`src/design/fbdrt_pkg.sv`:
```
// Shared types and constants for the frame buffer dirty rectangle tracker
`default_nettype none

package fbdrt_pkg;

   // physical coordinate bits, enough for frame sizes up to 1024 in either axis
   localparam int CW = 10;

   // command codes
   localparam logic [1:0] CMD_DRAW   = 2'd0;
   localparam logic [1:0] CMD_READ   = 2'd1;
   localparam logic [1:0] CMD_UPDATE = 2'd2;

   // configuration register indexes
   localparam logic [1:0] CSR_ROTATION = 2'd0;
   localparam logic [1:0] CSR_X_OFFSET = 2'd1;
   localparam logic [1:0] CSR_Y_OFFSET = 2'd2;

   // pixel value the store holds after reset
   localparam logic [15:0] PIXEL_WHITE = 16'hFFFF;

   // request payload
   typedef struct packed {
      logic [1:0]         command;
      logic signed [15:0] x_coord;
      logic signed [15:0] y_coord;
      logic [15:0]        pixel_color;
      logic               force_full_width;
      logic               force_full_height;
   } req_type;

   // response payload
   typedef struct packed {
      logic [15:0] read_color;
      logic        pixel_changed;
      logic        window_empty;
      logic        full_width;
      logic [7:0]  win_x;
      logic [8:0]  win_y;
      logic [7:0]  win_w;
      logic [8:0]  win_h;
   } rsp_type;

   // request after offset, bounds check and rotation
   typedef struct packed {
      logic          valid;
      logic [1:0]    command;
      logic          in_bounds;
      logic [CW-1:0] px;
      logic [CW-1:0] py;
      logic [15:0]   pixel_color;
      logic          force_full_width;
      logic          force_full_height;
   } loc_type;

   // operation handed to the dirty bounds tracker
   typedef struct packed {
      logic          draw_hit;
      logic          update;
      logic          force_full_width;
      logic          force_full_height;
      logic [CW-1:0] px;
      logic [CW-1:0] py;
   } dirty_op_type;

   // window reported by an update
   typedef struct packed {
      logic       window_empty;
      logic       full_width;
      logic [7:0] win_x;
      logic [8:0] win_y;
      logic [7:0] win_w;
      logic [8:0] win_h;
   } window_type;

endpackage

`default_nettype wire

```
`src/design/fbdrt_locate.sv`:
```
// Two-stage logical-to-physical coordinate mapper with bounds check
`default_nettype none

module fbdrt_locate
   import fbdrt_pkg::*;
#(
   parameter int FB_WIDTH  = 240,
   parameter int FB_HEIGHT = 320
) (
   input  wire logic               clock,
   input  wire logic               reset,
   input  wire logic               enable,
   input  wire logic               in_valid,
   input  wire req_type            in_req,
   input  wire logic [1:0]         rotation,
   input  wire logic signed [15:0] x_offset,
   input  wire logic signed [15:0] y_offset,
   output      loc_type            loc
);

   localparam logic signed [16:0] W_S  = 17'(FB_WIDTH);
   localparam logic signed [16:0] H_S  = 17'(FB_HEIGHT);
   localparam logic signed [16:0] W_M1 = 17'(FB_WIDTH - 1);
   localparam logic signed [16:0] H_M1 = 17'(FB_HEIGHT - 1);

   typedef struct packed {
      logic               valid;
      logic [1:0]         command;
      logic signed [16:0] lx;
      logic signed [16:0] ly;
      logic [15:0]        pixel_color;
      logic               force_full_width;
      logic               force_full_height;
   } stage_a_type;

   stage_a_type a_ff, a_in;
   loc_type     loc_ff, loc_in;

   logic signed [16:0] lx, ly, lw, lh, px_w, py_w;
   logic               inb;

   // offset add, one bit wider so it never wraps
   always_comb begin
      a_in.valid             = in_valid;
      a_in.command           = in_req.command;
      a_in.lx                = {in_req.x_coord[15], in_req.x_coord} + {x_offset[15], x_offset};
      a_in.ly                = {in_req.y_coord[15], in_req.y_coord} + {y_offset[15], y_offset};
      a_in.pixel_color       = in_req.pixel_color;
      a_in.force_full_width  = in_req.force_full_width;
      a_in.force_full_height = in_req.force_full_height;
   end

   assign lx = a_ff.lx;
   assign ly = a_ff.ly;
   assign lw = rotation[0] ? H_S : W_S;
   assign lh = rotation[0] ? W_S : H_S;
   assign inb = (lx >= 17'sd0) && (lx < lw) && (ly >= 17'sd0) && (ly < lh);

   // quarter-turn mapping to physical coordinates
   always_comb begin
      case (rotation)
         2'd1: begin
            px_w = W_M1 - ly;
            py_w = lx;
         end
         2'd2: begin
            px_w = W_M1 - lx;
            py_w = H_M1 - ly;
         end
         2'd3: begin
            px_w = ly;
            py_w = H_M1 - lx;
         end
         default: begin
            px_w = lx;
            py_w = ly;
         end
      endcase
   end

   always_comb begin
      loc_in.valid             = a_ff.valid;
      loc_in.command           = a_ff.command;
      loc_in.in_bounds         = inb;
      loc_in.px                = inb ? px_w[CW-1:0] : '0;
      loc_in.py                = inb ? py_w[CW-1:0] : '0;
      loc_in.pixel_color       = a_ff.pixel_color;
      loc_in.force_full_width  = a_ff.force_full_width;
      loc_in.force_full_height = a_ff.force_full_height;
   end

   // stage registers, advance together with the rest of the pipeline
   always_ff @(posedge clock) begin
      if (reset) begin
         a_ff.valid   <= 1'b0;
         loc_ff.valid <= 1'b0;
      end else if (enable) begin
         a_ff   <= a_in;
         loc_ff <= loc_in;
      end
   end

   assign loc = loc_ff;

endmodule

`default_nettype wire

```
`config.mk`:
```
export PLATFORM = sky130hd
export DESIGN_NAME = fbdrt_locate
export DESIGN_NICKNAME = d
export VERILOG_FILES = /design/src/design/fbdrt_pkg.sv /design/src/design/fbdrt_locate.sv
export SDC_FILE = /design/constraint.sdc
export NUM_CORES = 1
export LEC_CHECK = 0
export ABC_CLOCK_PERIOD_IN_PS = 7000
export BUFFER_PORTS_ARGS = -buffer_cell sky130_fd_sc_hd__buf_2
export CORE_MARGIN = 5
export CORE_UTILIZATION = 30
export CTS_CLUSTER_DIAMETER = 200
export DETAILED_ROUTE_END_ITERATION = 6
export HOLD_SLACK_MARGIN = 0.1
export SETUP_SLACK_MARGIN = 0.2
export SKIP_CTS_REPAIR_TIMING = 1
export SLEW_MARGIN = 15
export SYNTH_ARGS = -nofsm -noshare
export SYNTH_HDL_FRONTEND = slang
export SYNTH_SLANG_ARGS = --single-unit
```
`constraint.sdc`:
```
create_clock -name clock -period 7 [get_ports clock]
set_clock_uncertainty 0.2 [all_clocks]
set_input_delay 0 -clock clock [delete_from_list [all_inputs] [get_ports clock]]
set_output_delay 0 -clock clock [all_outputs]
set_load 0.01 [all_outputs]
```
== Word level (Yosys, flattened, before mapping) ==
Index checks and enable logic that the tools add are counted.
W data, S select, Z words.

* Add/sub/neg operators: 6
* $lt $le $gt $ge: 4
* Equality and inequality tests: 3
* Multiplexer cells: 4
* Bitwise gates (word level): 1
* Reductions and logical operators: 4

{| class="wikitable"
|+ Operators with widths
! kind !! count
|-
| $pmux W10 S3 || 2
|-
| $add A16 B16 Y17 || 2
|-
| $ge A17 B1 Y1 const B || 2
|-
| $lt A17 B10 Y1 || 2
|-
| $sub A10 B10 Y10 const A || 2
|-
| $sub A9 B10 Y10 const A || 2
|-
| $mux W9 || 2
|-
| $eq A2 B2 Y1 const B || 2
|-
| $logic_and A1 B1 Y1 || 3
|-
| $eq A2 B1 Y1 const B || 1
|-
| $reduce_and A2 Y1 || 1
|-
| $not A1 Y1 || 1
|}

* Register bits: 97
* Input port bits: 90
* Output and inout port bits: 42
* Logic and storage cells: 37

== Logic depth before layout (Yosys ltp) ==
* Depth after elaboration: 5
* Mapped depth: 8
* Depth with buffers taken out: 7

== Worst setup path before layout ==
OpenSTA, ideal clock, no wires.

* Path kind: input -> register
* Start point: input port reset
* End point: register a_ff[0] (netlist bit), enable pin
* Setup time: 0.562 ns
* Data arrival time: 4.227 ns
* Data required time: 6.238 ns
* Path slack: 2.010 ns
* Stages on the path: 1
* Buffers on the path: 0
* Path through: nor2b_1

* Longest elaborated chain between the ends: 2

{| class="wikitable"
|+ Ends and longest elaborated chain
! what !! RTL line !! text
|-
| start: declaration || fbdrt_locate.sv:11 || <nowiki>input wire logic reset,</nowiki>
|-
| $not A1 Y1 (no source line) || - ||
|-
| $reduce_and A2 Y1 (no source line) || - ||
|-
| end signal: assignment || fbdrt_locate.sv:98 || <nowiki>a_ff <= a_in;</nowiki>
|-
| end: declaration || fbdrt_locate.sv:36 || <nowiki>stage_a_type a_ff, a_in;</nowiki>
|}

Every way passes these cells.
A chain may end at the register's enable or synchronous reset.

== Worst setup path after layout ==
* Start point: input port rotation[0]
* End point: register loc_ff, in the netlist loc[37], data pin

* Longest elaborated chain between the ends: 5
* Elaborated cells on any way between the ends: 11
* Classes of those cells: order compare: 2; eq/ne: 3; mux: 3; reduce/logical: 3

{| class="wikitable"
|+ Ends and longest elaborated chain
! what !! RTL line !! text
|-
| start: declaration || fbdrt_locate.sv:15 || <nowiki>input wire logic [1:0] rotation,</nowiki>
|-
| $mux W9 || fbdrt_locate.sv:55 || <nowiki>assign lw = rotation[0] ? H_S : W_S;</nowiki>
|-
| $lt A17 B10 Y1 || fbdrt_locate.sv:57 || <nowiki>assign inb = (lx >= 17'sd0) && (lx < lw) && (ly >= 17'sd0) && (ly < lh);</nowiki>
|-
| $logic_and A1 B1 Y1 (3 in series) || fbdrt_locate.sv:57 ||
|-
| end signal: assignment || fbdrt_locate.sv:99 || <nowiki>loc_ff <= loc_in;</nowiki>
|-
| end: declaration || fbdrt_locate.sv:37 || <nowiki>loc_type loc_ff, loc_in;</nowiki>
|}

Several ways; a longest one is shown, not always the timed one.

==> results.py <==
metrics = {
    "clock_network": {
        "root_buffer": "clkbuf_16",
        "cts_buffer_depth": 2,
        "cts_tree": "built",
        "numCtsBuffers": 9,
        "clock-sinks": 97,
        "htree_levels": 3,
        "worstSkewPairLatency_ns": 0.35,
        "cts.clk_slew.worst_paths_ns": 0.06,
    },
    "placed_design": {
        "gp_congestion": 0.7626,
        "dpl_cell_area_sq_mm": 0.006442,
        "dp_hpwl_um": 10030,
        "dpl.cell_count": 829,
        "port_buffers": 131,
    },
    "timing": {
        "finalCriticalPeriod_ns": 3.147,
        "setup_tns_ns": 0,
        "fmax_mhz": 317.8,
        "drv_slew": 0,
        "tightest_slew_ns": 1.047,
        "max_slew_margin_pct": 30.07,
        "rsz0062_at_grt": "false",
        "period_share_pct": 44.95,
        "final-setup-viol-count": 0,
        "hold_viol": 0,
    },
    "final_layout": {
        "fin_nets": 818,
        "syn2layout_area_growth_pct": 35.47,
        "drive_above_1_share_pct": 22.43,
        "fin_util_pct": 41.51,
        "fin_area_sq_mm": 0.007507,
        "final_cells": 920,
        "antenna_cells": 0,
    },
    "worst_hold_path": {
        "hold_depth": 3,
        "min_path_type": "primary input to flop",
        "min_from": "x_offset[7]",
        "min_to": "lx[7]$_DFFE_PP_",
    },
    "setup_path": {
        "r2r-end": "loc[37]$_SDFFCE_PN0P_",
        "r2r_cells": 5,
        "crit_type": "primary input to flop",
        "critPathMaxFanout": 46,
        "reg2reg_slack_ns": 4.35,
        "endpoint_kind": "flop",
        "cp.required_ns": 6.95,
        "arrival_ns": 3.10,
        "start_kind": "primary input",
        "r2r-start": "lx[8]$_DFFE_PP_",
    },
    "yosys": {
        "synth_area_sq_mm": 0.005542,
        "yosysWarnings": 0,
        "ys_top_cells_by_area": "edfxtp_1 (51%), ha_1 (9.0%), mux2i_1 (3.6%)",
        "syn_inst": 480,
        "synth-edff-count": 95,
        "synthTopCellsByCount": "edfxtp_1 (95), nor2_1 (49), ha_1 (40), a21oi_1 (30), nand2_1 (30)",
        "synth.distinct_cells": 58,
        "yosys.area.top_type_share_pct": 51.48,
        "synth_top_area_cell": "edfxtp_1",
        "syn_area_per_cell_sq_um": 11.54,
        "syn_nets": 612,
        "synth_most_common_cell": "edfxtp_1",
        "async_flop_share_pct": 0,
        "seq_area_frac_synth_pct": 52.20,
        "ys_seq_elements": 97,
        "synth_ff_type": "edfxtp_1",
    },
    "power": {
        "leakagePower_nw": 3.085,
        "max-vdd-ir-drop_mv": 0.1146,
        "powerDensity_mw_per_mm2": 205.7,
    },
    "run": {
        "maxCapViolations": 0,
    },
    "drt": {
        "dr.pass1.iters": 4,
        "vias": 4538,
        "drt_first_iter_violations": 198,
        "wirelength_um": 13430,
        "drc": 0,
        "drt.antenna.violating_nets": 0,
        "avgViaCountPerCell": 4.933,
        "wl_per_cell_um": 14.60,
    },
    "grt": {
        "antenna_found_initial": 0,
        "grt_util_all_layers_pct": 11.72,
        "grt_start_max_net_pins": 58,
        "grt_pass1_wl_um": 20640,
        "gr-total-overflow": 0,
        "grt_pass1_vias": 4196,
    },
    "die": {
        "coreArea_sq_mm": 0.01809,
        "num_rows": 49,
        "die_y_um": 145.9,
        "io_pins": 132,
        "start_util_pct": 30.64,
        "die_x_um": 145.9,
        "dieArea_sq_mm": 0.02129,
    },
    "run_status": {
        "outcome": "finished, final reports clean",
    },
}
==> cell families (layout without fill, tap and decap cells) <==
group           Yosys count  in the layout  share of synthesized area, %
fa+ha+maj                42             42                         9.754
simple gates            146            146                         12.94
compound gates          121            121                         15.01
xor+xnor                 26             26                         4.109
flops                    97             97                         52.20
mux                      22             22                         4.019
buf+inv                  26            237                         1.964
==> where the power goes <==
part	internal (W)	switching, W
Clock	0.000314	0.000202
Combinational	0.000158	0.000161
Sequential	0.000686	0.0000240
Total	0.00116	0.000387
==> area by class of cell <==
type / count / area [sq um]
Tap cell: 229 / 286.5
Timing Repair Buffer: 207 / 1414
Fill cell: 1738 / 10580
Clock inverter: 5 / 81.33
Sequential cell: 97 / 2893
Inverter: 14 / 52.55
Multi-Input combinational cell: 357 / 2547
Clock buffer: 11 / 232.7
==> worst max-delay path by stage <==
| stage | startpoint | end | slack [ns] | cells past startpoint |
|---|---|---|---|---|
| floorplan | reset | a_ff[0]$_DFFE_PP_ | 2.01 | 1 |
| global placement | rotation[0] | loc[37]$_SDFFCE_PN0P_ | 3.69 | 6 |
| detailed placement | rotation[0] | loc[37]$_SDFFCE_PN0P_ | 3.48 | 7 |
| CTS | rotation[0] | loc[37]$_SDFFCE_PN0P_ | 3.86 | 7 |
| global route | rotation[0] | loc[37]$_SDFFCE_PN0P_ | 3.45 | 7 |
| finish | rotation[0] | loc[37]$_SDFFCE_PN0P_ | 3.85 | 7 |
==> stage by stage <==
step	worst slack, ns	hold WS (ns)	total power, W
final	3.853	0.07050	0.001544
after global routing	3.452	0.1024	0.001625
after detailed placement	3.480	-0.02184	0.0009955
after floorplan	2.010	-0.1276	0.0009084
after CTS	3.858	-0.3906	0.001516
after global placement	3.694	-0.02191	0.0009884
==> metal layers <==
layer | wire, um | global-route usage (%)
met5 | 0 | 0
met4 | 232 | 3.514
met2 | 6037 | 18.10
met1 | 6357 | 16.18
met3 | 804 | 3.114
==> worst max-delay path, cell delays in order <==
cell       delay, ns
buf_2           0.67
clkinv_1        0.55
ha_1            0.37
nor4_1          0.31
nand4_1         0.14
a2111o_1        0.64
a2111oi_2       0.39
==> cell usage in the layout, fill, tap and decap left out, types with 3 or more instances in the layout <==
cell           instances
nand2b_1               6
inv_1                 13
a21boi_0               4
xnor2_1               15
buf_2                131
a31oi_1                4
nand4b_1               3
o211a_1                4
nor2b_1                8
nor4_1                 6
nand4_1                3
o211ai_1               9
edfxtp_1              95
nand3_1               12
and2_1                 6
a21oi_1               30
xor2_1                11
nor2_1                49
a211oi_1              12
nor3_1                12
mux2i_1               20
clkbuf_16              9
dlygate4sd3_1         75
o22ai_1                3
o2111ai_1              3
o21a_1                 6
o31a_1                 3
o21ai_0               19
ha_1                  40
nand2_1               30
or4b_1                 3
==> flip-flops by register name (all words and copies together), names as in the netlist <==
| signal | cells |
|---|---|
| a_ff | 21 |
| lx | 17 |
| ly | 17 |
| loc | 42 |
(Power assumes the default switching activity.)
