[src/design/fbdrt_pkg.sv]
// Shared types and constants for the frame buffer dirty rectangle tracker
`default_nettype none

package fbdrt_pkg;

   // physical coordinate bits, enough for frame sizes up to 1024 in either axis
   localparam int CW = 10;

   // command codes
   localparam logic [1:0] CMD_DRAW   = 2'd0;
   localparam logic [1:0] CMD_READ   = 2'd1;
   localparam logic [1:0] CMD_UPDATE = 2'd2;

   // configuration register indexes
   localparam logic [1:0] CSR_ROTATION = 2'd0;
   localparam logic [1:0] CSR_X_OFFSET = 2'd1;
   localparam logic [1:0] CSR_Y_OFFSET = 2'd2;

   // pixel value the store holds after reset
   localparam logic [15:0] PIXEL_WHITE = 16'hFFFF;

   // request payload
   typedef struct packed {
      logic [1:0]         command;
      logic signed [15:0] x_coord;
      logic signed [15:0] y_coord;
      logic [15:0]        pixel_color;
      logic               force_full_width;
      logic               force_full_height;
   } req_type;

   // response payload
   typedef struct packed {
      logic [15:0] read_color;
      logic        pixel_changed;
      logic        window_empty;
      logic        full_width;
      logic [7:0]  win_x;
      logic [8:0]  win_y;
      logic [7:0]  win_w;
      logic [8:0]  win_h;
   } rsp_type;

   // request after offset, bounds check and rotation
   typedef struct packed {
      logic          valid;
      logic [1:0]    command;
      logic          in_bounds;
      logic [CW-1:0] px;
      logic [CW-1:0] py;
      logic [15:0]   pixel_color;
      logic          force_full_width;
      logic          force_full_height;
   } loc_type;

   // operation handed to the dirty bounds tracker
   typedef struct packed {
      logic          draw_hit;
      logic          update;
      logic          force_full_width;
      logic          force_full_height;
      logic [CW-1:0] px;
      logic [CW-1:0] py;
   } dirty_op_type;

   // window reported by an update
   typedef struct packed {
      logic       window_empty;
      logic       full_width;
      logic [7:0] win_x;
      logic [8:0] win_y;
      logic [7:0] win_w;
      logic [8:0] win_h;
   } window_type;

endpackage

`default_nettype wire

[src/design/fbdrt_dirty.sv]
// Dirty rectangle bounds and update window generation
`default_nettype none

module fbdrt_dirty
   import fbdrt_pkg::*;
#(
   parameter int FB_WIDTH  = 240,
   parameter int FB_HEIGHT = 320
) (
   input  wire logic         clock,
   input  wire logic         reset,
   input  wire logic         enable,
   input  wire dirty_op_type op,
   output      window_type   win
);

   localparam int XB = $clog2(FB_WIDTH + 1);
   localparam int YB = $clog2(FB_HEIGHT + 1);
   localparam logic [XB-1:0] W_X = XB'(FB_WIDTH);
   localparam logic [YB-1:0] H_Y = YB'(FB_HEIGHT);

   // right and bottom are kept as one past the last dirty column / row
   logic [XB-1:0] left_ff, left_in, right1_ff, right1_in;
   logic [YB-1:0] top_ff, top_in, bot1_ff, bot1_in;

   logic [XB-1:0] px, px1, fl, fr1, w;
   logic [YB-1:0] py, py1, ft, fb1, h;
   logic          empty;

   assign px  = XB'(op.px);
   assign py  = YB'(op.py);
   assign px1 = px + XB'(1);
   assign py1 = py + YB'(1);

   // forced ranges apply before the emptiness test
   assign fl    = op.force_full_width  ? '0  : left_ff;
   assign fr1   = op.force_full_width  ? W_X : right1_ff;
   assign ft    = op.force_full_height ? '0  : top_ff;
   assign fb1   = op.force_full_height ? H_Y : bot1_ff;
   assign empty = (fr1 <= fl) || (fb1 <= ft);
   assign w     = fr1 - fl;
   assign h     = fb1 - ft;

   // window report, zero fields when empty
   always_comb begin
      win = '0;
      if (empty) begin
         win.window_empty = 1'b1;
      end else begin
         win.full_width = (w == W_X);
         win.win_x      = 8'(fl);
         win.win_y      = 9'(ft);
         win.win_w      = 8'(w);
         win.win_h      = 9'(h);
      end
   end

   // bounds update on a changing draw or an update
   always_comb begin
      left_in   = left_ff;
      right1_in = right1_ff;
      top_in    = top_ff;
      bot1_in   = bot1_ff;
      if (enable && op.draw_hit) begin
         if (px < left_ff)    left_in   = px;
         if (px1 > right1_ff) right1_in = px1;
         if (py < top_ff)     top_in    = py;
         if (py1 > bot1_ff)   bot1_in   = py1;
      end else if (enable && op.update) begin
         if (empty) begin
            left_in   = fl;
            right1_in = fr1;
            top_in    = ft;
            bot1_in   = fb1;
         end else begin
            left_in   = W_X;
            right1_in = '0;
            top_in    = H_Y;
            bot1_in   = '0;
         end
      end
   end

   always_ff @(posedge clock) begin
      if (reset) begin
         left_ff   <= W_X;
         right1_ff <= '0;
         top_ff    <= H_Y;
         bot1_ff   <= '0;
      end else begin
         left_ff   <= left_in;
         right1_ff <= right1_in;
         top_ff    <= top_in;
         bot1_ff   <= bot1_in;
      end
   end

endmodule

`default_nettype wire

[config.mk]
export PLATFORM = sky130hd
export DESIGN_NAME = fbdrt_dirty
export DESIGN_NICKNAME = d
export VERILOG_FILES = /design/src/design/fbdrt_pkg.sv /design/src/design/fbdrt_dirty.sv
export SDC_FILE = /design/constraint.sdc
export NUM_CORES = 1
export LEC_CHECK = 0
export BUFFER_PORTS_ARGS = -buffer_cell sky130_fd_sc_hd__buf_2
export CORE_MARGIN = 1
export CORE_UTILIZATION = 42
export DETAILED_ROUTE_END_ITERATION = 12
export PLACE_DENSITY = 0.62
export SLEW_MARGIN = 20
export SYNTH_ARGS = -nofsm -noshare
export SYNTH_HDL_FRONTEND = slang
export SYNTH_SLANG_ARGS = --single-unit
[constraint.sdc]
create_clock -name clock -period 3.5 [get_ports clock]
set_input_delay 0.35 -clock clock [delete_from_list [all_inputs] [get_ports clock]]
set_output_delay 0.35 -clock clock [all_outputs]
set_load 0.01 [all_outputs]
======== Word level (Yosys, flattened, before mapping) ========
Index checks and enable logic that the tools add are counted.
storage, ports and cells
  flip-flop bits (word level) ............. 34
  bits in latches ......................... 0
  memory bits (writable) .................. 0
  memory bits (read-only) ................. 0
  memories kept ........................... 0
operators by class
  add/subtract/negate cells ............... 4
  $mul .................................... 0
  div/mod/pow operators ................... 0
  magnitude comparators ................... 6
  equality and inequality tests ........... 5
  shift operators ......................... 0
  mux-type cells .......................... 22
  bitwise logic cells ..................... 0
  reduce and logical (&&, ||, !) cells .... 8
operators by type and width
  cell                                                              number
  9-bit two-way mux                                                 10
  8-bit two-way mux                                                 10
  35-bit two-way mux                                                1
  9-bit by 1-bit adder with 9-bit output (second input constant)    1
  9-bit > comparator                                                1
  9-bit less-or-equal comparator                                    1
  9-bit less-than comparator                                        1
  9-bit subtractor                                                  1
  8-bit by 1-bit adder with 8-bit output (second input constant)    1
  8-bit == test (second input constant)                             1
  8-bit > comparator                                                1
  8-bit less-or-equal comparator                                    1
  8-bit less-than comparator                                        1
  2-bit by 1-bit != test with 1-bit output (second input constant)  4
  2-bit AND reduction                                               4
  8-bit subtractor                                                  1
  1-bit logical AND                                                 2
  2-bit nonzero test                                                1
  1-bit logical OR                                                  1
  1-bit two-way mux                                                 1

======== Depth between registers and ports, before layout ========
Gate-level depths: netlist of the first run.
  depth after elaboration ................. 6
  gate-level depth with buffers ........... 13
  gate-level depth less buffers ........... 11

======== Worst setup path after synthesis of the first run ========
No wires, ideal clock.
  kind .................................... input -> output
  start point ............................. input port op[21] (netlist bit)
  end point ............................... output port win[34] (netlist bit)
  arrival ................................. 2992 ps
  data required time ...................... 3150 ps
  path slack .............................. 158 ps
  stages .................................. 12
  path through ............................ clkbuf_1 clkbuf_1 clkbuf_1 nand2b_1 ha_1 fa_1 nand2b_1 a211oi_1 o311a_1 o21ai_2 or3_4 nor4_2
RTL lines
  element          RTL line           text
  start, declared  fbdrt_dirty.sv:13  input wire dirty_op_type op,
  end, declared    fbdrt_dirty.sv:14  output window_type win

==> flow_results.xml, run 1 <==
<?xml version="1.0" encoding="UTF-8"?>
<metrics>
  <group name="run_status">
    <metric name="status" unit="">complete, no violations</metric>
  </group>
  <group name="setup_path">
    <metric name="crit_type" unit="">reg -&gt; out</metric>
    <metric name="worstPathMaxFanout" unit="">3</metric>
    <metric name="setup_slack_of_the_most_critical_reg_to_reg_path" unit="ps">750</metric>
    <metric name="worst_ep_required_time" unit="ps">3150</metric>
    <metric name="cp-end-kind" unit="">output pin</metric>
    <metric name="cp_data_arrival_time" unit="ps">2920</metric>
    <metric name="crit_path_start_kind" unit="">flop</metric>
  </group>
  <group name="clock_network">
    <metric name="cts_hold_buffers" unit="">0</metric>
    <metric name="clkLatencyLatePin" unit="ps">290</metric>
    <metric name="max_buffers_root_to_sink" unit="">2</metric>
    <metric name="numClockSinks" unit="">34</metric>
    <metric name="clock_tree_from_tritoncts" unit="">done</metric>
    <metric name="cts.reportedPaths.clkPinSlew" unit="ps">70</metric>
    <metric name="cts.root.buffer_cell" unit="">clkbuf_8</metric>
    <metric name="h-tree-depth" unit="">2</metric>
    <metric name="cts_inserted_buffers" unit="">5</metric>
  </group>
  <group name="sta">
    <metric name="worstMarginPinSlew" unit="ps">658</metric>
    <metric name="period_share" unit="%">93.5</metric>
    <metric name="final.setup_skew" unit="ps">7.40</metric>
    <metric name="grt_setup_unrepaired" unit="">false</metric>
    <metric name="worst_slew_margin_rel" unit="%">56.0</metric>
    <metric name="timing_max_transition_violations_final" unit="">0</metric>
    <metric name="setup_tns_after_final_layout" unit="ps">0</metric>
    <metric name="finalSetupViolCount" unit="">0</metric>
    <metric name="fmaxAchievable" unit="MHz">305</metric>
    <metric name="final_hold_viol_count" unit="">0</metric>
    <metric name="layout_min_cycle_time" unit="ps">3270</metric>
  </group>
  <group name="floorplan">
    <metric name="die_area" unit="sq um">9120</metric>
    <metric name="die_width" unit="um">95.5</metric>
    <metric name="core-area" unit="sq um">8340</metric>
    <metric name="initial_utilization" unit="%">44.0</metric>
    <metric name="placementRows" unit="">33</metric>
    <metric name="die_outline_height" unit="um">95.5</metric>
    <metric name="ios" unit="">63</metric>
  </group>
  <group name="drt">
    <metric name="drt-initial-drc-count" unit="">230</metric>
    <metric name="dr_total_vias" unit="">3618</metric>
    <metric name="avgRoutedWirePerCell" unit="um">14.9</metric>
    <metric name="antenna_left" unit="">0</metric>
    <metric name="post-route-drc-count" unit="">0</metric>
    <metric name="total_wire_length_after_detailed_routing" unit="mm">9.53</metric>
    <metric name="vias_per_cell" unit="">5.66</metric>
    <metric name="drt_pass1_iterations" unit="">5</metric>
  </group>
  <group name="place">
    <metric name="portBuffers" unit="">59</metric>
    <metric name="routabilityCongestion" unit="">0.836</metric>
    <metric name="dp_hpwl" unit="mm">7.49</metric>
    <metric name="placed_cells" unit="">633</metric>
  </group>
  <group name="logic_synthesis">
    <metric name="ys_ff_latch" unit="">34</metric>
    <metric name="synth_largest_type_area_fraction" unit="%">18.5</metric>
    <metric name="cells_after_synthesis" unit="">482</metric>
    <metric name="yosys_warnings" unit="">0</metric>
    <metric name="syn-mean-instance-area" unit="sq um">7.61</metric>
    <metric name="synth.yosys.seq_area_share" unit="%">18.5</metric>
    <metric name="synth_edf_count" unit="">0</metric>
    <metric name="postSynth.asyncResetShare" unit="%">0</metric>
    <metric name="netlist_area_pre_place" unit="sq um">3670</metric>
    <metric name="yosys-top-cells-area" unit="">dfxtp_1, ha_1, nor2_1</metric>
    <metric name="synth_nets" unit="">562</metric>
    <metric name="cell_taking_the_most_area_after_synthesis" unit="">dfxtp_1</metric>
    <metric name="postSynth.topFlopCell" unit="">dfxtp_1</metric>
    <metric name="synth_cell_types" unit="">58</metric>
  </group>
  <group name="power_and_ir_drop">
    <metric name="power_frac_comb" unit="%">43.7</metric>
    <metric name="power_density" unit="nW/um^2">313</metric>
    <metric name="internal_power" unit="uW">789</metric>
    <metric name="power.share.sequential" unit="%">33.0</metric>
    <metric name="max-vdd-ir-drop" unit="V">0.000176</metric>
    <metric name="p_sw_share" unit="%">39.2</metric>
    <metric name="p_leak" unit="nW">1.85</metric>
    <metric name="clock_power_share" unit="%">23.3</metric>
    <metric name="switchingPower" unit="uW">509</metric>
  </group>
  <group name="global_routing">
    <metric name="grt_start_max_net_pins" unit="">33</metric>
    <metric name="global_route.usage.met1" unit="%">32.4</metric>
    <metric name="met2_usage" unit="%">32.1</metric>
    <metric name="grt_antenna_before_repair" unit="">0</metric>
    <metric name="grt_util_all_layers" unit="%">21.7</metric>
    <metric name="globalRouteOverflowTotal" unit="">0</metric>
    <metric name="grt.met3_usage" unit="%">2.71</metric>
    <metric name="global_route_layer_with_the_greatest_usage" unit="">met1</metric>
    <metric name="first_global_vias" unit="">3340</metric>
    <metric name="grt_first_pass_wirelength" unit="mm">15.5</metric>
  </group>
  <group name="final_layout">
    <metric name="finish.cell_count_without_fillers" unit="">639</metric>
    <metric name="fin_nets" unit="">615</metric>
    <metric name="drive_above_1_share" unit="%">16.5</metric>
    <metric name="insertedDiodeCount" unit="">0</metric>
    <metric name="filler_cell_count" unit="">835</metric>
    <metric name="syn2layout_area_growth" unit="%">13.2</metric>
    <metric name="leading_cell_type_in_the_layout_fill_and_taps_excluded" unit="">buf_2</metric>
    <metric name="final_cell_mix" unit="">buf_2, ha_1, nor2_1</metric>
  </group>
  <group name="hold_path">
    <metric name="min_path_type" unit="">in -&gt; reg</metric>
  </group>
  <group name="job">
    <metric name="max_cap_viol_count" unit="">0</metric>
  </group>
</metrics>
==> logic make-up (layout without fill, tap and decap cells) <==
kind of cell             count (synthesis)  in the layout  synth area share, %
XOR/XNOR                                19             19                 4.53
multiplexers                             3              3                0.852
buffers and inverters                   62            114                 6.61
flip-flops                              34             34                 18.5
adder cells (fa/ha/maj)                 53             53                 18.5
AND/OR/NAND/NOR                        190            190                 26.7
AO/OA/AOI/OAI                          121            121                 24.2
==> per-layer routing <==
layer  vias up  share of wire [%]
met4         0                1.3
met1      1644                 52
met2       116                 41
met3        13                5.6
li1       1845                  -
met5         -                  0
==> final cells by class <==
class	count	area, sq um	share of cell area (%)
multi-input cells	386	2760	66.4
flip-flops and latches	34	681	16.4
repair buffers	65	340	8.20
inverters	43	161	3.89
well taps	105	131	3.16
clock buffers	6	82.6	1.99
==> metrics by stage <==
stage	total power [mW]	cell area, sq um	worst slack, ps	utilization [%]	hold slack [ps]
floorplan	0.842	3670	158	-	442
global placement	0.991	4070	321	48.8	459
detailed placement	1.00	4070	275	48.8	454
CTS	1.30	4150	153	49.8	356
global route	1.38	4150	17.1	49.8	368
finish	1.30	4150	226	49.8	358
==> synth_stat cells, drive strengths merged, types with 3 or more instances <==
library cell	instances
a211oi	4
a21boi	6
a21o	5
a21oi	20
a221o	6
a221oi	3
a22o	19
a31oi	8
and2	4
and3	9
buf	6
clkbuf	13
dfxtp	34
ha	51
inv	43
nand2	25
nand2b	29
nand3	14
nand3b	3
nand4	6
nor2	51
nor2b	5
nor3	22
nor3b	4
nor4	5
o21a	6
o21ai	23
o221ai	3
or2	7
or3	3
xnor2	11
xor2	8
==> power groups by stage <==
stage	Combinational [mW]	Clock, mW	Sequential [mW]
after CTS	0.566	0.303	0.427
after floorplan	0.413	0	0.429
final	0.567	0.303	0.428
after detailed placement	0.564	0	0.436
after global routing	0.636	0.313	0.431
after global placement	0.555	0	0.436
==> worst max-delay path: stages (launching register included) <==
cell and delay [ps]:
dfxtp_1 360, inv_1 90, nor2_2 170, inv_1 80
fa_1 410, nand2b_1 190, a211oi_1 220, o311a_1 250
o21ai_4 80, or3_4 400, nor4_2 210, buf_2 160
==> state kept, by name, indices dropped and copies added, names as in the netlist <==
| signal | cells |
|---|---|
| right1_ff | 8 |
| top_ff | 9 |
| left_ff | 8 |
| bot1_ff | 9 |
==> repair_timing <==
action,4_1_cts,5_1_grt
setup buffers,0,0
resized for setup,0,1
setup endpoints to repair,0,1
==> worst paths after layout <==
check / endpoint / cells past startpoint / startpoint
setup reg to reg: bot1_ff[7] / 11 / right1_ff[1]
hold reg to reg: bot1_ff[1] / 1 / bot1_ff[1]
hold / removal: top_ff[1] / 2 / op[1]
setup / recovery: win[34] / 11 / right1_ff[1]
No activity file was read; power rests on OpenSTA's default activity.
==> inputs of run 2 (changes only) <==
--- a/config.mk
+++ b/config.mk
@@ -9,6 +9,7 @@
 export CORE_MARGIN = 1
 export CORE_UTILIZATION = 42
 export DETAILED_ROUTE_END_ITERATION = 12
+export MAX_ROUTING_LAYER = met4
 export PLACE_DENSITY = 0.62
 export SLEW_MARGIN = 20
 export SYNTH_ARGS = -nofsm -noshare
==> run 2 against run 1 <==
Compared with the run above:
- clock power about the same
- fmax hardly changed
- worst hold slack improved by 2.9 ps
- final cell count unchanged
- sequential share of layout area is the same
- utilization did not move
- global-route usage rose by 0.68 points
- die area is the same
- critical endpoint unchanged
- largest cell class unchanged
==> flow_results.xml, run 2 (synthesized netlist as in run 1, its figures left out) <==
<?xml version="1.0" encoding="UTF-8"?>
<metrics>
  <group name="clock_network">
    <metric name="cts.root.buffer_cell" unit="">clkbuf_8</metric>
    <metric name="max_buffers_root_to_sink" unit="">2</metric>
    <metric name="cts_hold_buffers" unit="">0</metric>
    <metric name="h-tree-depth" unit="">2</metric>
    <metric name="cts.reportedPaths.clkPinSlew" unit="ps">70</metric>
    <metric name="clkLatencyLatePin" unit="ps">290</metric>
    <metric name="clock_tree_from_tritoncts" unit="">done</metric>
    <metric name="cts_inserted_buffers" unit="">5</metric>
    <metric name="numClockSinks" unit="">34</metric>
  </group>
  <group name="setup_path">
    <metric name="setup_slack_of_the_most_critical_reg_to_reg_path" unit="ps">750</metric>
    <metric name="worstPathMaxFanout" unit="">3</metric>
    <metric name="cp_data_arrival_time" unit="ps">2920</metric>
    <metric name="worst-r2r-cell-count" unit="">11</metric>
    <metric name="worst_ep_required_time" unit="ps">3150</metric>
    <metric name="regToRegEndpoint" unit="">bot1_ff[7]</metric>
    <metric name="critical_path.reg2reg.startpoint" unit="">right1_ff[1]</metric>
    <metric name="cp-end-kind" unit="">output pin</metric>
    <metric name="crit_type" unit="">reg -&gt; out</metric>
    <metric name="crit_path_start_kind" unit="">flop</metric>
  </group>
  <group name="place">
    <metric name="routabilityCongestion" unit="">0.849</metric>
    <metric name="dp_hpwl" unit="mm">7.49</metric>
    <metric name="portBuffers" unit="">59</metric>
  </group>
  <group name="drt">
    <metric name="vias_per_cell" unit="">5.66</metric>
    <metric name="dr_total_vias" unit="">3617</metric>
    <metric name="drt_pass1_iterations" unit="">5</metric>
    <metric name="avgRoutedWirePerCell" unit="um">14.9</metric>
    <metric name="total_wire_length_after_detailed_routing" unit="mm">9.49</metric>
    <metric name="drt-initial-drc-count" unit="">205</metric>
    <metric name="antenna_left" unit="">0</metric>
    <metric name="post-route-drc-count" unit="">0</metric>
  </group>
  <group name="sta">
    <metric name="final_hold_viol_count" unit="">0</metric>
    <metric name="finalSetupViolCount" unit="">0</metric>
    <metric name="worstMarginPinSlew" unit="ps">653</metric>
    <metric name="timing_max_transition_violations_final" unit="">0</metric>
    <metric name="final.setup_skew" unit="ps">10.2</metric>
    <metric name="grt_setup_unrepaired" unit="">false</metric>
    <metric name="fin_hold_ws" unit="ps">360</metric>
    <metric name="setup_tns_after_final_layout" unit="ps">0</metric>
    <metric name="period_share" unit="%">93.5</metric>
    <metric name="worst_slew_margin_rel" unit="%">56.4</metric>
    <metric name="layout_min_cycle_time" unit="ps">3270</metric>
    <metric name="fmaxAchievable" unit="MHz">306</metric>
  </group>
  <group name="global_routing">
    <metric name="grt_antenna_before_repair" unit="">0</metric>
    <metric name="grt_util_all_layers" unit="%">22.4</metric>
    <metric name="grt_start_max_net_pins" unit="">33</metric>
    <metric name="globalRouteOverflowTotal" unit="">0</metric>
    <metric name="grt_first_pass_wirelength" unit="mm">15.5</metric>
    <metric name="first_global_vias" unit="">3330</metric>
  </group>
  <group name="final_layout">
    <metric name="fin_nets" unit="">615</metric>
    <metric name="insertedDiodeCount" unit="">0</metric>
    <metric name="largest_regs" unit="">bot1_ff x9, top_ff x9</metric>
    <metric name="filler_cell_count" unit="">835</metric>
    <metric name="syn2layout_area_growth" unit="%">13.2</metric>
    <metric name="final_cell_mix" unit="">buf_2, ha_1, nor2_1</metric>
    <metric name="drive_above_1_share" unit="%">16.5</metric>
    <metric name="utilization" unit="%">49.8</metric>
    <metric name="regArea" unit="sq um">681</metric>
    <metric name="multiInputGateArea" unit="sq um">2760</metric>
    <metric name="leading_cell_type_in_the_layout_fill_and_taps_excluded" unit="">buf_2</metric>
  </group>
  <group name="power_and_ir_drop">
    <metric name="max-vdd-ir-drop" unit="V">0.000175</metric>
    <metric name="p_leak" unit="nW">1.85</metric>
    <metric name="power_density" unit="nW/um^2">312</metric>
    <metric name="power.total" unit="mW">1.30</metric>
  </group>
  <group name="hold_path">
    <metric name="startpoint_of_the_lowest_slack_hold_path" unit="">op[1]</metric>
    <metric name="min_delay_worst_endpoint" unit="">top_ff[1]</metric>
    <metric name="hold-path-cell-count" unit="">2</metric>
    <metric name="min_path_type" unit="">in -&gt; reg</metric>
  </group>
  <group name="floorplan">
    <metric name="placementRows" unit="">33</metric>
    <metric name="initial_utilization" unit="%">44.0</metric>
    <metric name="die_outline_height" unit="um">95.5</metric>
    <metric name="core-area" unit="sq um">8340</metric>
    <metric name="die_area" unit="sq um">9120</metric>
    <metric name="ios" unit="">63</metric>
    <metric name="die_width" unit="um">95.5</metric>
  </group>
  <group name="run_status">
    <metric name="status" unit="">complete, no violations</metric>
  </group>
  <group name="job">
    <metric name="max_cap_viol_count" unit="">0</metric>
  </group>
</metrics>
## run 2: power by group
part           total, mW  switching, mW  internal, mW
clock              0.301          0.149         0.152
sequential         0.428         0.0198         0.409
combinational      0.566          0.337         0.229
## run 2: metal layers
layer / global-route usage [%] / share of wire, %
met1: 32.6 / 51
met2: 32.1 / 41
met3: 2.71 / 6.7
met4: 6.34 / 1.2
met5: - / 0
## run 2: worst max-delay path, stage by stage, from the launching register on
cell and delay [ps]:
dfxtp_1 350, inv_1 90, nor2_2 170, inv_1 80, fa_1 410, nand2b_1 190
a211oi_1 220, o311a_1 250, o21ai_4 80, or3_4 400, nor4_2 210, buf_2 160
## run 2: what timing repair did
action | in CTS | in global routing
buffers inserted | 0 | 0
resized for setup | 0 | 1
endpoints found under the setup margin | 0 | 1
## run 2: through the flow
stage / setup slack (ps) / std cells / area (sq um)
final: 229 / 639 / 4150
after global routing: 17.1 / 639 / 4150
after CTS: 153 / 639 / 4150
after detailed placement: 275 / 633 / 4070
after global placement: 321 / 633 / 4070
after floorplan: 158 / 482 / 3670
## run 2: final cells by class
cell class	count	area share [%]
Sequential cell	34	16.4
Clock buffer	6	1.99
Tap cell	105	3.16
Multi-Input combinational cell	386	66.4
Timing Repair Buffer	65	8.20
Inverter	43	3.89
## run 2: worst max-delay path by stage
stage / start / slack [ps] / end / depth (start not counted)
after global placement: op[21] / 320 / win[34] / 11
final: right1_ff[1] / 230 / win[34] / 11
after floorplan: op[21] / 160 / win[34] / 12
after detailed placement: op[21] / 280 / win[34] / 11
after CTS: right1_ff[1] / 150 / win[34] / 11
after global routing: right1_ff[1] / 20 / win[34] / 11
